### src/wpm_pkg.sv
// Shared types and constants for the wildcard pattern matcher.
// No dependencies; every other file of the block imports this package.
package wpm_pkg;

    localparam int MAX_PATTERN = 32;
    localparam int LEN_W       = $clog2(MAX_PATTERN + 1);
    localparam int IDX_W       = (MAX_PATTERN > 1) ? $clog2(MAX_PATTERN) : 1;

    localparam int OP_W   = 2;
    localparam int CHAR_W = 8;

    localparam logic [OP_W-1:0] OP_CLEAR  = 2'd0;
    localparam logic [OP_W-1:0] OP_APPEND = 2'd1;
    localparam logic [OP_W-1:0] OP_TEXT   = 2'd2;
    localparam logic [OP_W-1:0] OP_QUERY  = 2'd3;

    localparam logic [CHAR_W-1:0] CH_ANY = 8'h3F;  // '?'
    localparam logic [CHAR_W-1:0] CH_RUN = 8'h2A;  // '*'

    localparam int QUEUE_DEPTH = 2;
    localparam int QPTR_W      = (QUEUE_DEPTH > 1) ? $clog2(QUEUE_DEPTH) : 1;
    localparam int QCNT_W      = $clog2(QUEUE_DEPTH + 1);

    typedef struct packed {
        logic [OP_W-1:0]   op;
        logic [CHAR_W-1:0] ch;
        logic              last;   // final text byte of a string
        logic              emits;  // command produces a result transaction
    } cmd_t;

endpackage

### src/wpm_front.sv
// Front end: takes input transactions and decodes them into queue commands.
// Depends on wpm_pkg.
module wpm_front (
    input  logic                        s_valid,
    output logic                        s_ready,
    input  logic [wpm_pkg::OP_W-1:0]    s_opcode,
    input  logic [wpm_pkg::CHAR_W-1:0]  s_char_in,
    input  logic                        s_last_char,
    input  logic                        q_full,
    output logic                        push,
    output wpm_pkg::cmd_t               cmd
);
    import wpm_pkg::*;

    logic is_text;

    assign s_ready = !q_full;
    assign push    = s_valid && !q_full;
    assign is_text = (s_opcode == OP_TEXT);

    always_comb begin
        cmd.op    = s_opcode;
        cmd.ch    = s_char_in;
        // last_char means nothing outside text bytes
        cmd.last  = is_text && s_last_char;
        cmd.emits = (s_opcode == OP_QUERY) || (is_text && s_last_char);
    end

endmodule

### src/wpm_queue.sv
// Short command queue between the front and back ends.
// Depends on wpm_pkg for the command type and depth.
module wpm_queue (
    input  logic          aclk,
    input  logic          aresetn,
    input  logic          push,
    input  wpm_pkg::cmd_t push_cmd,
    output logic          full,
    output logic          q_valid,
    input  logic          pop,
    output wpm_pkg::cmd_t head_cmd
);
    import wpm_pkg::*;

    cmd_t              mem_reg [QUEUE_DEPTH];
    logic [QPTR_W-1:0] wr_ptr_reg, wr_ptr_next;
    logic [QPTR_W-1:0] rd_ptr_reg, rd_ptr_next;
    logic [QCNT_W-1:0] count_reg, count_next;

    function automatic logic [QPTR_W-1:0] ptr_inc(input logic [QPTR_W-1:0] p);
        ptr_inc = (p == QPTR_W'(QUEUE_DEPTH - 1)) ? '0 : p + 1'b1;
    endfunction

    assign full     = (count_reg == QCNT_W'(QUEUE_DEPTH));
    assign q_valid  = (count_reg != '0);
    assign head_cmd = mem_reg[rd_ptr_reg];

    always_comb begin
        wr_ptr_next = push ? ptr_inc(wr_ptr_reg) : wr_ptr_reg;
        rd_ptr_next = pop  ? ptr_inc(rd_ptr_reg) : rd_ptr_reg;
        count_next  = count_reg;
        if (push && !pop) begin
            count_next = count_reg + 1'b1;
        end else if (pop && !push) begin
            count_next = count_reg - 1'b1;
        end
    end

    always_ff @(posedge aclk) begin
        if (!aresetn) begin
            wr_ptr_reg <= '0;
            rd_ptr_reg <= '0;
            count_reg  <= '0;
        end else begin
            wr_ptr_reg <= wr_ptr_next;
            rd_ptr_reg <= rd_ptr_next;
            count_reg  <= count_next;
        end
    end

    always_ff @(posedge aclk) begin
        if (push) begin
            mem_reg[wr_ptr_reg] <= push_cmd;
        end
    end

endmodule

### src/wpm_back.sv
// Back end: pattern cells, match row update and the result register.
// Depends on wpm_pkg.
module wpm_back (
    input  logic          aclk,
    input  logic          aresetn,
    input  logic          q_valid,
    input  wpm_pkg::cmd_t head_cmd,
    output logic          pop,
    output logic          m_valid,
    input  logic          m_ready,
    output logic          m_matched,
    output logic          m_pattern_overflow
);
    import wpm_pkg::*;

    logic [CHAR_W-1:0]      pat_reg [MAX_PATTERN];
    logic [LEN_W-1:0]       len_reg;
    logic [MAX_PATTERN-1:0] row_reg;
    logic [MAX_PATTERN-1:0] row_next;
    logic                   first_reg;
    logic                   ovf_reg;
    logic                   m_valid_reg;
    logic                   m_matched_reg;
    logic                   m_ovf_reg;
    logic                   text_match;
    logic [IDX_W-1:0]       last_idx;
    logic [IDX_W-1:0]       wr_idx;

    assign pop      = q_valid && (!m_valid_reg || m_ready);
    assign last_idx = IDX_W'(len_reg - 1'b1);
    assign wr_idx   = len_reg[IDX_W-1:0];

    // One cell per pattern position; a star cell passes its left neighbor along.
    always_comb begin
        logic all_star;
        logic live;
        logic hit;
        logic star;
        all_star = 1'b1;
        row_next = '0;
        for (int j = 0; j < MAX_PATTERN; j++) begin
            live = (LEN_W'(j) < len_reg);
            hit  = live && ((pat_reg[j] == CH_ANY) || (pat_reg[j] == head_cmd.ch));
            star = live && (pat_reg[j] == CH_RUN);
            if (hit) begin
                if (j == 0) begin
                    row_next[j] = first_reg;
                end else begin
                    row_next[j] = first_reg ? all_star : row_reg[j-1];
                end
            end else if (star) begin
                if (j == 0) begin
                    row_next[j] = 1'b1;
                end else if (first_reg) begin
                    row_next[j] = row_next[j-1];
                end else begin
                    row_next[j] = row_next[j-1] || row_reg[j] || row_reg[j-1];
                end
            end
            if (pat_reg[j] != CH_RUN) begin
                all_star = 1'b0;
            end
        end
    end

    assign text_match = (len_reg != '0) && row_next[last_idx];

    always_ff @(posedge aclk) begin
        if (!aresetn) begin
            len_reg   <= '0;
            row_reg   <= '0;
            first_reg <= 1'b1;
            ovf_reg   <= 1'b0;
        end else if (pop) begin
            unique case (head_cmd.op)
                OP_CLEAR: begin
                    len_reg   <= '0;
                    ovf_reg   <= 1'b0;
                    row_reg   <= '0;
                    first_reg <= 1'b1;
                end
                OP_APPEND: begin
                    if (len_reg < LEN_W'(MAX_PATTERN)) begin
                        len_reg <= len_reg + 1'b1;
                    end else begin
                        ovf_reg <= 1'b1;
                    end
                    row_reg   <= '0;
                    first_reg <= 1'b1;
                end
                OP_TEXT: begin
                    if (head_cmd.last) begin
                        row_reg   <= '0;
                        first_reg <= 1'b1;
                    end else begin
                        row_reg   <= row_next;
                        first_reg <= 1'b0;
                    end
                end
                default: begin
                    row_reg   <= '0;
                    first_reg <= 1'b1;
                end
            endcase
        end
    end

    // Pattern bytes; entries past the length are never used.
    always_ff @(posedge aclk) begin
        if (pop && (head_cmd.op == OP_APPEND) && (len_reg < LEN_W'(MAX_PATTERN))) begin
            pat_reg[wr_idx] <= head_cmd.ch;
        end
    end

    always_ff @(posedge aclk) begin
        if (!aresetn) begin
            m_valid_reg <= 1'b0;
        end else if (pop && head_cmd.emits) begin
            m_valid_reg <= 1'b1;
        end else if (m_ready) begin
            m_valid_reg <= 1'b0;
        end
    end

    always_ff @(posedge aclk) begin
        if (pop && head_cmd.emits) begin
            m_matched_reg <= (head_cmd.op == OP_QUERY) ? (len_reg == '0) : text_match;
            m_ovf_reg     <= ovf_reg;
        end
    end

    assign m_valid            = m_valid_reg;
    assign m_matched          = m_matched_reg;
    assign m_pattern_overflow = m_ovf_reg;

endmodule

### src/wildcard_pattern_matcher.sv
// Wildcard pattern matcher: input channel, command queue and match engine.
// Depends on wpm_pkg, wpm_front, wpm_queue and wpm_back.
//
// Usage:
//   The s_ channel carries one command per transaction: clear the pattern,
//   append a pattern byte, stream a text byte (s_last_char marks the end of
//   a string) or query an empty text. '?' matches any byte, '*' any run.
//   The m_ channel returns one transaction per finished string or empty
//   query: m_matched and the sticky m_pattern_overflow flag.
//   Result path: a result goes through a queue entry and the output
//   register; the entry is popped once it heads the queue and the output
//   register is free, and the match row update lands straight in it.
//   Throughput: one transaction per cycle unless m_ready stalls; every
//   pattern cell updates in parallel each cycle, star propagation along the
//   row sets the path. A stalled m_ready holds the result; the two-entry queue
//   keeps taking input until it fills, then s_ready drops.
//   Reset empties the queue and the output, clears the pattern length,
//   match row and overflow flag. Pattern bytes need no reset.
module wildcard_pattern_matcher (
    input  logic                        aclk,
    input  logic                        aresetn,
    input  logic                        s_valid,
    output logic                        s_ready,
    input  logic [wpm_pkg::OP_W-1:0]    s_opcode,
    input  logic [wpm_pkg::CHAR_W-1:0]  s_char_in,
    input  logic                        s_last_char,
    output logic                        m_valid,
    input  logic                        m_ready,
    output logic                        m_matched,
    output logic                        m_pattern_overflow
);
    import wpm_pkg::*;

    logic q_full;
    logic push;
    logic q_valid;
    logic pop;
    cmd_t push_cmd;
    cmd_t head_cmd;

    wpm_front u_front (
        .s_valid     (s_valid),
        .s_ready     (s_ready),
        .s_opcode    (s_opcode),
        .s_char_in   (s_char_in),
        .s_last_char (s_last_char),
        .q_full      (q_full),
        .push        (push),
        .cmd         (push_cmd)
    );

    wpm_queue u_queue (
        .aclk     (aclk),
        .aresetn  (aresetn),
        .push     (push),
        .push_cmd (push_cmd),
        .full     (q_full),
        .q_valid  (q_valid),
        .pop      (pop),
        .head_cmd (head_cmd)
    );

    wpm_back u_back (
        .aclk               (aclk),
        .aresetn            (aresetn),
        .q_valid            (q_valid),
        .head_cmd           (head_cmd),
        .pop                (pop),
        .m_valid            (m_valid),
        .m_ready            (m_ready),
        .m_matched          (m_matched),
        .m_pattern_overflow (m_pattern_overflow)
    );

endmodule

### config.mk
export PLATFORM = sky130hd
export DESIGN_NAME = wildcard_pattern_matcher
export DESIGN_NICKNAME = d
export VERILOG_FILES = /design/src/wpm_pkg.sv /design/src/wpm_front.sv /design/src/wpm_queue.sv /design/src/wpm_back.sv /design/src/wildcard_pattern_matcher.sv
export SDC_FILE = /design/constraint.sdc
export NUM_CORES = 1
export LEC_CHECK = 0
export CORE_ASPECT_RATIO = 1.4
export CORE_MARGIN = 8
export CORE_UTILIZATION = 50
export CTS_CLUSTER_SIZE = 12
export DETAILED_ROUTE_END_ITERATION = 8
export DONT_BUFFER_PORTS = 1
export PLACE_DENSITY = 0.62
export RECOVER_POWER = 50
export SYNTH_ARGS = -nofsm -noshare
export SYNTH_HDL_FRONTEND = slang
export SYNTH_SLANG_ARGS = --single-unit
### constraint.sdc
create_clock -name aclk -period 5.7 [get_ports aclk]
set_input_delay 0.855 -clock aclk [delete_from_list [all_inputs] [get_ports aclk]]
set_output_delay 0.855 -clock aclk [all_outputs]
set_load 0.1 [all_outputs]
==> reports/metrics.yaml, run 1 <==
outcome: "finished with violations"
violations: "max-capacitance violations, max-slew violations"
syn-cell-area_sq_um: 18000
combPwrFrac: 0.291
path_max_fanout: 7
wirelength_mm: 52.3
reg2reg_depth: 15
cp.arrival_ns: 5.62
chipHeight_um: 240
htree_levels: 2
ant_nets: 0
final_area_sq_um: 19800
p_clk_frac: 0.299
die_w_um: 176
dp_hpwl_mm: 37.0
synth_seq_cells: 328
multi_input_area_sq_um: 8220
cts_setup_buffers: 0
cts.sinks: 328
power_switching_uw: 2380
antenna_found_initial: 0
ctsResizeCount: 0
synthDominantCellAreaShare: 0.471
nets: 1724
io_buffers: 0
fin_setup_tns_ns: 0
setup_viol: 0
fmax_mhz: 191
layout_common_cells: "edfxtp_1, xnor2_1, nor2_1"
drv_slew: 212
mostFrequentLayoutCell: "edfxtp_1"
finalClockSkew_ns: 0.0233
yosysSeqAreaShare: 0.523
hold_path.startpoint: "s_opcode[1]"
async_flop_share: 0
antenna_cells: 0
timing.rr.end: "u_back.m_matched"
drive_above_1_share: 0.0751
use_met2: 0.441
synth_cells: 1681
crit_type: "reg -> reg"
synth_edf_count: 282
hold_viol: 0
period_share: 0.920
worstPathRequired_ns: 6.08
seq_power_share: 0.411
clk_latency_ns: 0.53
post-place-cells: 2128
initial_core_util: 0.505
powerDensity_nw_per_um2: 364
tightest_slew_ns: 2.34
drtIter0Drc: 985
io_pins: 19
setup.worst_path.end_class: "flop"
via_per_inst: 6.28
slew-limit-headroom: -0.561
r2r_start: "u_back.pat_reg[10][0]"
p_leak_uw: 0.00588
min_delay_path_depth: 0
final-seq-area_sq_um: 9390
post-route-min-period_ns: 5.24
start_kind: "flop"
synth_largest_area_cell: "edfxtp_1"
coreArea_sq_um: 35600
cts_buffer_depth: 3
dpl_cell_area_sq_um: 18800
busiest_layer: "met2"
gr-total-overflow: 0
cts_hold_buf: 0
synth.area.top_cells: "edfxtp_1, xnor2_1, dfxtp_1"
cts-buffers-inserted: 35
whs_endpoint: "u_queue.mem_reg[1][11]"
wl_per_cell_um: 23.9
layoutNonFillerInstCount: 2192
intPower_uw: 4820
maxCapViolations: 7
syn_to_final_growth_pct: 10.2
firstDrtPassIters: 9
largest_reg_flops: 256
synth.distinct_cells: 91
n_fill_cell: 3097
sw_frac_of_total: 0.331
syn-num-nets: 1702
root_buffer: "clkbuf_16"
vdd_drop_max_v: 0.000251
grt_pass1_wl_mm: 79.7
cts_tree: "yes"
path_clk_slew_ns: 0.06
rsz0062_at_grt: "no"
place.gp.congestion: 0.990
grtUsageMet1: 0.290
yosys_most_used_dff: "edfxtp_1"
ff2ff_setup_slack_ns: 0.46
finalPower_uw: 7200
die_area_sq_um: 42300
placementRows: 82
grt_max_degree: 44
worstHoldPathType: "in -> reg"
drc_errors: 0
syn_avg_cell_area_sq_um: 10.7
track_usage: 0.246
grt_pass1_vias: 13700
grtUsageMet3: 0.0278
vias: 13800
yosysWarnings: 0
per-stage QoR:
| stage | hold slack (ns) | util | worst slack (ns) |
|---|---|---|---|
| after floorplan | 0.409 | - | 1.10 |
| after global placement | 0.461 | 0.528 | 0.597 |
| after detailed placement | 0.465 | 0.528 | 0.515 |
| after CTS | 0.391 | 0.558 | 0.493 |
| after global routing | 0.395 | 0.556 | 0.169 |
| final | 0.412 | 0.556 | 0.458 |
layer usage:
layer / share of wire / routed length (um) / up-vias
li1: - / - / 6347
met1: 0.40 / 21100 / 6817
met2: 0.51 / 26500 / 446
met3: 0.045 / 2370 / 150
met4: 0.044 / 2280 / 0
met5: 0 / 0 / -
power groups by stage:
stage / registers, uW / logic, uW / clock network (uW)
5_1_grt: 2960 / 2240 / 2270
3_5_place_dp: 3000 / 2130 / 0
3_3_place_gp: 3000 / 2100 / 0
2_1_floorplan: 2970 / 1330 / 0
4_1_cts: 2950 / 2140 / 2190
6_report: 2960 / 2090 / 2150
how the worst max path moves through the flow:
| stage | from | end | slack [ns] | depth (start not counted) |
|---|---|---|---|---|
| after floorplan | u_back.pat_reg[5][2] | u_back.m_matched | 1.10 | 14 |
| after global placement | u_back.pat_reg[5][2] | u_back.m_matched | 0.60 | 15 |
| after detailed placement | u_back.pat_reg[10][0] | u_back.m_matched | 0.51 | 15 |
| after CTS | u_back.pat_reg[10][0] | u_back.m_matched | 0.49 | 15 |
| after global routing | u_back.pat_reg[10][0] | u_back.m_matched | 0.17 | 15 |
| final | u_back.pat_reg[10][0] | u_back.m_matched | 0.46 | 15 |
worst max-delay path: stages (launching register included):
cell and delay [ns]:
edfxtp_1 0.42, or4b_1 0.56, or2_1 0.32, or3_1 0.44, or4_1 0.65, nor3_1 0.35
o311ai_1 0.16, and4_4 0.23, and4_1 0.20, a211oi_2 0.27, a31oi_1 0.24, o21ai_2 0.33
a41oi_1 0.17, buf_4 0.20, a2111o_1 0.40, a32oi_1 0.15
cell usage after synthesis (all sizes together) (4+ instances only):
| cell | instances |
|---|---|
| o21a | 21 |
| and2 | 23 |
| or2 | 8 |
| or4b | 6 |
| nor2 | 157 |
| ha | 6 |
| clkbuf | 37 |
| a211oi | 12 |
| mux2i | 14 |
| a31oi | 10 |
| nand2b | 8 |
| nor2b | 30 |
| or4 | 13 |
| o21ai | 55 |
| a21boi | 13 |
| buf | 30 |
| xor2 | 11 |
| inv | 38 |
| nor3b | 4 |
| a211o | 5 |
| a22oi | 15 |
| nor4b | 5 |
| a221o | 4 |
| a21o | 7 |
| a32oi | 4 |
| o31ai | 9 |
| a21oi | 73 |
| dfxtp | 46 |
| xnor2 | 253 |
| and3 | 29 |
| o211ai | 11 |
| edfxtp | 282 |
| or3 | 29 |
| nand3 | 55 |
| o22ai | 5 |
| nand4 | 35 |
| nor4 | 83 |
| o211a | 4 |
| nand2 | 96 |
| nor3 | 58 |
| o221ai | 4 |
| a41oi | 5 |
final cells by class:
cell class,instances,area share
clock buffer,57,0.0499
clock inverter,7,0.00392
inverter,39,0.00739
multi-input combinational,1247,0.415
sequential,328,0.474
tap,462,0.0292
timing repair buffer,52,0.0201
cell families (layout without fill, tap and decap cells):
logic type	count (synthesis)	after routing	synth area share
flops	328	328	0.523
fa+ha+maj	6	6	0.00418
buf+inv	106	155	0.0241
mux	18	18	0.0120
xor+xnor	264	264	0.129
compound gates	302	302	0.115
simple gates	657	657	0.193
No activity file was read; power rests on OpenSTA's default activity.
==> run 2, diff against run 1 <==
CORE_MARGIN = unset   (was 8)
==> reports/metrics.yaml, run 2 (synthesis results as in run 1) <==
outcome: "finished with violations"
violations: "max-capacitance violations, max-slew violations"
path_max_fanout: 7  # unchanged
slowest_stage: "or4_1"
wl_per_cell_um: 24.4  # +2.2%
seq_power_share: 0.408  # -0.003
io_pins: 19  # unchanged
initial_core_util: 0.511  # +0.00623
die_w_um: 162  # -7.9%
cp.arrival_ns: 5.77  # +0.15 ns
chipHeight_um: 226  # -5.8%
antenna_found_initial: 0  # unchanged
dp_hpwl_mm: 36.8  # -0.37%
grt_pass1_wl_mm: 79.9  # +0.33%
busiest_layer: "met2"
finalPower_uw: 7230  # +0.41%
coreArea_sq_um: 35200  # -1.2%
post-route-min-period_ns: 5.40  # +0.157 ns
final_core_util: 0.561  # +0.00512
intPower_uw: 4810  # about the same
drtIter0Drc: 1050  # +6.6%
grtUsageMet3: 0.0369  # +0.00914
wirelength_mm: 53.1  # +1.5%
setup_viol: 0  # unchanged
reg2reg_depth: 14  # -1
powerDensity_nw_per_um2: 366  # +0.72%
track_usage: 0.293  # +0.0468
cp_cell_sequence: "or4b_1 -> or2_1 -> or3_1 -> or4_1 -> nor4_2 -> o21ai_0 -> o31a_1 -> a211oi_1 -> and2_1 -> a31oi_1 -> o21ai_2 -> a41oi_1 -> a2111o_1 -> a32oi_1"
ant_nets: 0  # unchanged
cts_buffer_depth: 3  # unchanged
largest_reg_flops: 256  # unchanged
finalClockSkew_ns: 0.0197  # -0.00360 ns
nets: 1718  # -0.35%
mostFrequentLayoutCell: "edfxtp_1"
sw_frac_of_total: 0.334  # +0.00285
via_per_inst: 6.35  # +1.1%
post-place-cells: 2116  # -0.56%
maxCapViolations: 8  # +1
firstDrtPassIters: 5  # -4
vias: 13800  # +0.45%
crit_type: "reg -> reg"
grtUsageMet1: 0.332  # +0.0417
place_ws_ns: 0.259  # -0.256 ns
worstPathRequired_ns: 6.07  # about the same
cts_tree: "yes"
layout_common_cells: "edfxtp_1, xnor2_1, nor2_1"
clk_latency_ns: 0.55  # +0.02 ns
rsz0062_at_grt: "no"
placementRows: 81  # -1.2%
cts.sinks: 328  # unchanged
io_buffers: 0  # unchanged
gr-total-overflow: 0  # unchanged
grt_max_degree: 44  # unchanged
htree_levels: 2  # unchanged
drc_errors: 0  # unchanged
setup.worst_path.end_class: "flop"
use_met2: 0.535  # +0.0931
drive_above_1_share: 0.0755  # +0.000393
vdd_drop_max_v: 0.000214  # -14%
period_share: 0.947  # +0.0275
start_kind: "flop"
cts-buffers-inserted: 35  # unchanged
syn_to_final_growth_pct: 9.85
drv_slew: 232  # +9.4%
p_leak_uw: 0.00586  # -0.34%
p_clk_frac: 0.301  # +0.002
hold_viol: 0  # unchanged
setup_slack_ns: 0.302  # -0.157 ns
grt_pass1_vias: 13800  # +0.63%
place.gp.congestion: 0.985  # -0.57%
fin_setup_tns_ns: 0  # unchanged
power_switching_uw: 2410  # +1.3%
fmax_mhz: 185  # -2.9%
combPwrFrac: 0.291  # about the same
min_delay_path_depth: 0  # unchanged
path_clk_slew_ns: 0.06  # about the same
worstHoldPathType: "in -> reg"
tightest_slew_ns: 2.21  # -0.135 ns
critPathMaxStageDelay_ns: 0.65  # about the same
layoutNonFillerInstCount: 2177  # -0.68%
root_buffer: "clkbuf_16"
die_area_sq_um: 36700  # -13%
antenna_cells: 0  # unchanged
slew-limit-headroom: -0.471  # +0.0901
==> run 2: changes by cell type in the layout (fill, tap and decap cells not counted), sizes merged <==
cell	delta
buf	-4
clkinv	+3
clkbuf	-7
clkinvlp	-1
==> run 2: cell type report <==
class	instances	area (sq um)
well taps	456	571
clock inverters	9	78.8
flip-flops and latches	328	9390
inverters	39	146
multi-input cells	1247	8240
clock buffers	52	990
fillers	3002	15400
repair buffers	46	323
==> run 2: what timing repair did <==
action                     4_1_cts  5_1_grt
setup endpoints to repair        0        1
buffers inserted                 0        0
hold buffers                     0        0
gates resized for setup          0        1
==> run 2: routing by layer <==
layer	vias to the layer above	part of all wire
met4	0	0.051
met5	-	0
met2	517	0.51
li1	6320	-
met1	6818	0.38
met3	167	0.056
==> run 2: power by group through the flow <==
| stage | registers (uW) | logic, uW | clock network, uW |
|---|---|---|---|
| 3_3_place_gp | 2990 | 2090 | 0 |
| 2_1_floorplan | 2970 | 1330 | 0 |
| 4_1_cts | 2940 | 2130 | 2200 |
| 3_5_place_dp | 2990 | 2120 | 0 |
| 5_1_grt | 2950 | 2220 | 2280 |
| 6_report | 2950 | 2100 | 2170 |
==> run 2: metrics by stage <==
stage          area [sq um]  hold WS, ns
2_1_floorplan         18000        0.409
3_3_place_gp          18700        0.454
3_5_place_dp          18700        0.460
4_1_cts               19800        0.388
5_1_grt               19700        0.396
6_report              19700        0.407
==> run 2: critical path, delay by kind of cell, from the launching register on <==
family,cells,cell delay (ns)
AOI/OAI and AO/OA,8,2.13
DFF,1,0.42
and+or+nand+nor,6,2.67
==> run 2: worst paths after layout <==
kind,from,slack [ns],to
setup reg to reg,u_back.pat_reg[10][0],0.30,u_back.m_matched
setup / recovery,u_back.pat_reg[10][0],0.30,u_back.m_matched
hold / removal,s_char_in[3],0.41,u_queue.mem_reg[1][5]
hold reg to reg,u_back.ovf_reg,0.47,u_back.m_pattern_overflow
==> run 3, diff against run 2 <==
CTS_BUF_LIST = sky130_fd_sc_hd__clkbuf_8 sky130_fd_sc_hd__clkbuf_16   (was unset)
==> reports/metrics.yaml, run 3 (synthesis results as in run 1) <==
cp_cell_sequence: "or4b_1 -> or2_1 -> or3_1 -> or4_1 -> nor4_2 -> o21ai_0 -> o31a_1 -> a211oi_1 -> and2_1 -> a31oi_1 -> o21ai_2 -> a41oi_1 -> a2111o_1 -> a32oi_1"
vias: 13800  # -0.30%
place_ws_ns: 0.259  # unchanged
nets: 1718  # unchanged
setup_viol: 0  # unchanged
setup_slack_ns: 0.336  # +0.0348 ns
cts.sinks: 328  # unchanged
track_usage: 0.293  # unchanged
critPathMaxStageDelay_ns: 0.65  # about the same
busiest_layer: "met2"
clk_latency_ns: 0.55  # about the same
dpl_cell_area_sq_um: 18700  # unchanged
cts_buffer_depth: 3  # unchanged
layout_common_cells: "edfxtp_1, xnor2_1, nor2_1"
post-route-min-period_ns: 5.36  # -0.0348 ns
htree_levels: 2  # unchanged
die_area_sq_um: 36700  # unchanged
p_leak_uw: 0.00591  # +0.85%
worstHoldPathType: "in -> reg"
largest_reg_flops: 256  # unchanged
antenna_cells: 0  # unchanged
path_clk_slew_ns: 0.06  # about the same
coreArea_sq_um: 35200  # unchanged
fin_setup_tns_ns: 0  # unchanged
use_met2: 0.535  # unchanged
drtIter0Drc: 1045  # -0.48%
grt_pass1_vias: 13800  # -0.0072%
antenna_found_initial: 0  # unchanged
root_buffer: "clkbuf_16"
chipHeight_um: 226  # unchanged
period_share: 0.941  # -0.00610
violations: "max-capacitance violations, max-slew violations"
hold_viol: 0  # unchanged
setup.worst_path.end_class: "flop"
finalClockSkew_ns: 0.0206  # +0.000814 ns
wl_per_cell_um: 24.3  # -0.17%
placementRows: 81  # unchanged
post-place-cells: 2116  # unchanged
maxCapViolations: 8  # unchanged
slew-limit-headroom: -0.442  # +0.0282
drv_slew: 232  # unchanged
drc_errors: 0  # unchanged
io_buffers: 0  # unchanged
crit_type: "reg -> reg"
via_per_inst: 6.33  # -0.30%
cp.arrival_ns: 5.74  # -0.03 ns
gr-total-overflow: 0  # unchanged
fmax_mhz: 186  # +0.65%
tightest_slew_ns: 2.16  # -0.0424 ns
io_pins: 19  # unchanged
outcome: "finished with violations"
grt_max_degree: 44  # unchanged
cts-buffers-inserted: 35  # unchanged
slowest_stage: "or4_1"
final_area_sq_um: 19700  # unchanged
place.gp.congestion: 0.985  # unchanged
ant_nets: 0  # unchanged
powerDensity_nw_per_um2: 365  # -0.30%
grtUsageMet1: 0.332  # unchanged
path_max_fanout: 7  # unchanged
dp_hpwl_mm: 36.8  # unchanged
worstPathRequired_ns: 6.07  # about the same
mostFrequentLayoutCell: "edfxtp_1"
wirelength_mm: 53.0  # -0.17%
grt_pass1_wl_mm: 79.9  # about the same
syn_to_final_growth_pct: 9.85  # unchanged
die_w_um: 162  # unchanged
firstDrtPassIters: 5  # unchanged
start_kind: "flop"
initial_core_util: 0.511  # unchanged
drive_above_1_share: 0.0755  # unchanged
vdd_drop_max_v: 0.000215  # about the same
layoutNonFillerInstCount: 2177  # unchanged
grtUsageMet3: 0.0369  # unchanged
rsz0062_at_grt: "no"
cts_tree: "yes"
[run 3: cell count changes in the layout (fill, tap and decap cells not counted)]
cell | before | now
inv_1 | 34 | 46
clkbuf_1 | 18 | 6
[run 3: timing repair]
item                                    CTS  global route
resized for setup                         0             1
hold buffers                              0             0
endpoints found under the setup margin    0             1
setup buffers                             0             0
[run 3: final timing paths]
kind | from | slack [ns] | cells past startpoint | to
worst min register to register | u_back.ovf_reg | 0.46 | 0 | u_back.m_pattern_overflow
worst max-delay path | u_back.pat_reg[10][0] | 0.34 | 14 | u_back.m_matched
worst max register to register | u_back.pat_reg[10][0] | 0.34 | 14 | u_back.m_matched
worst min-delay path | s_char_in[3] | 0.41 | 0 | u_queue.mem_reg[1][5]
[run 3: critical path: cells and delay by family, from the launching register on]
kind / cells / cell delay (ns)
AND/OR/NAND/NOR: 6 / 2.67
AO/OA/AOI/OAI: 8 / 2.11
flip-flops: 1 / 0.42
[run 3: through the flow]
stage               hold WS, ns  total power (uW)  utilization
floorplan                 0.409              4300            -
global placement          0.454              5080        0.532
detailed placement        0.460              5110        0.532
CTS                       0.388              7250        0.562
global route              0.396              7430        0.561
finish                    0.407              7200        0.561
[run 3: where the power goes]
group | total [uW] | internal [uW] | switching (uW)
Sequential | 2950 | 2870 | 73.6
Clock | 2160 | 1230 | 929
Combinational | 2100 | 692 | 1410
Total | 7200 | 4790 | 2410
[run 3: cell type report]
cell class	instances	area, sq um
fill	3002	15400
sequential	328	9390
multi-input combinational	1247	8240
clock buffer	40	945
tap	456	571
timing repair buffer	46	323
inverter	39	146
clock inverter	21	124
[run 3: per-layer routing]
metal,up-vias,part of all wire
met1,6785,0.38
met5,-,0
li1,6313,-
met2,525,0.51
met4,0,0.050
met3,158,0.057
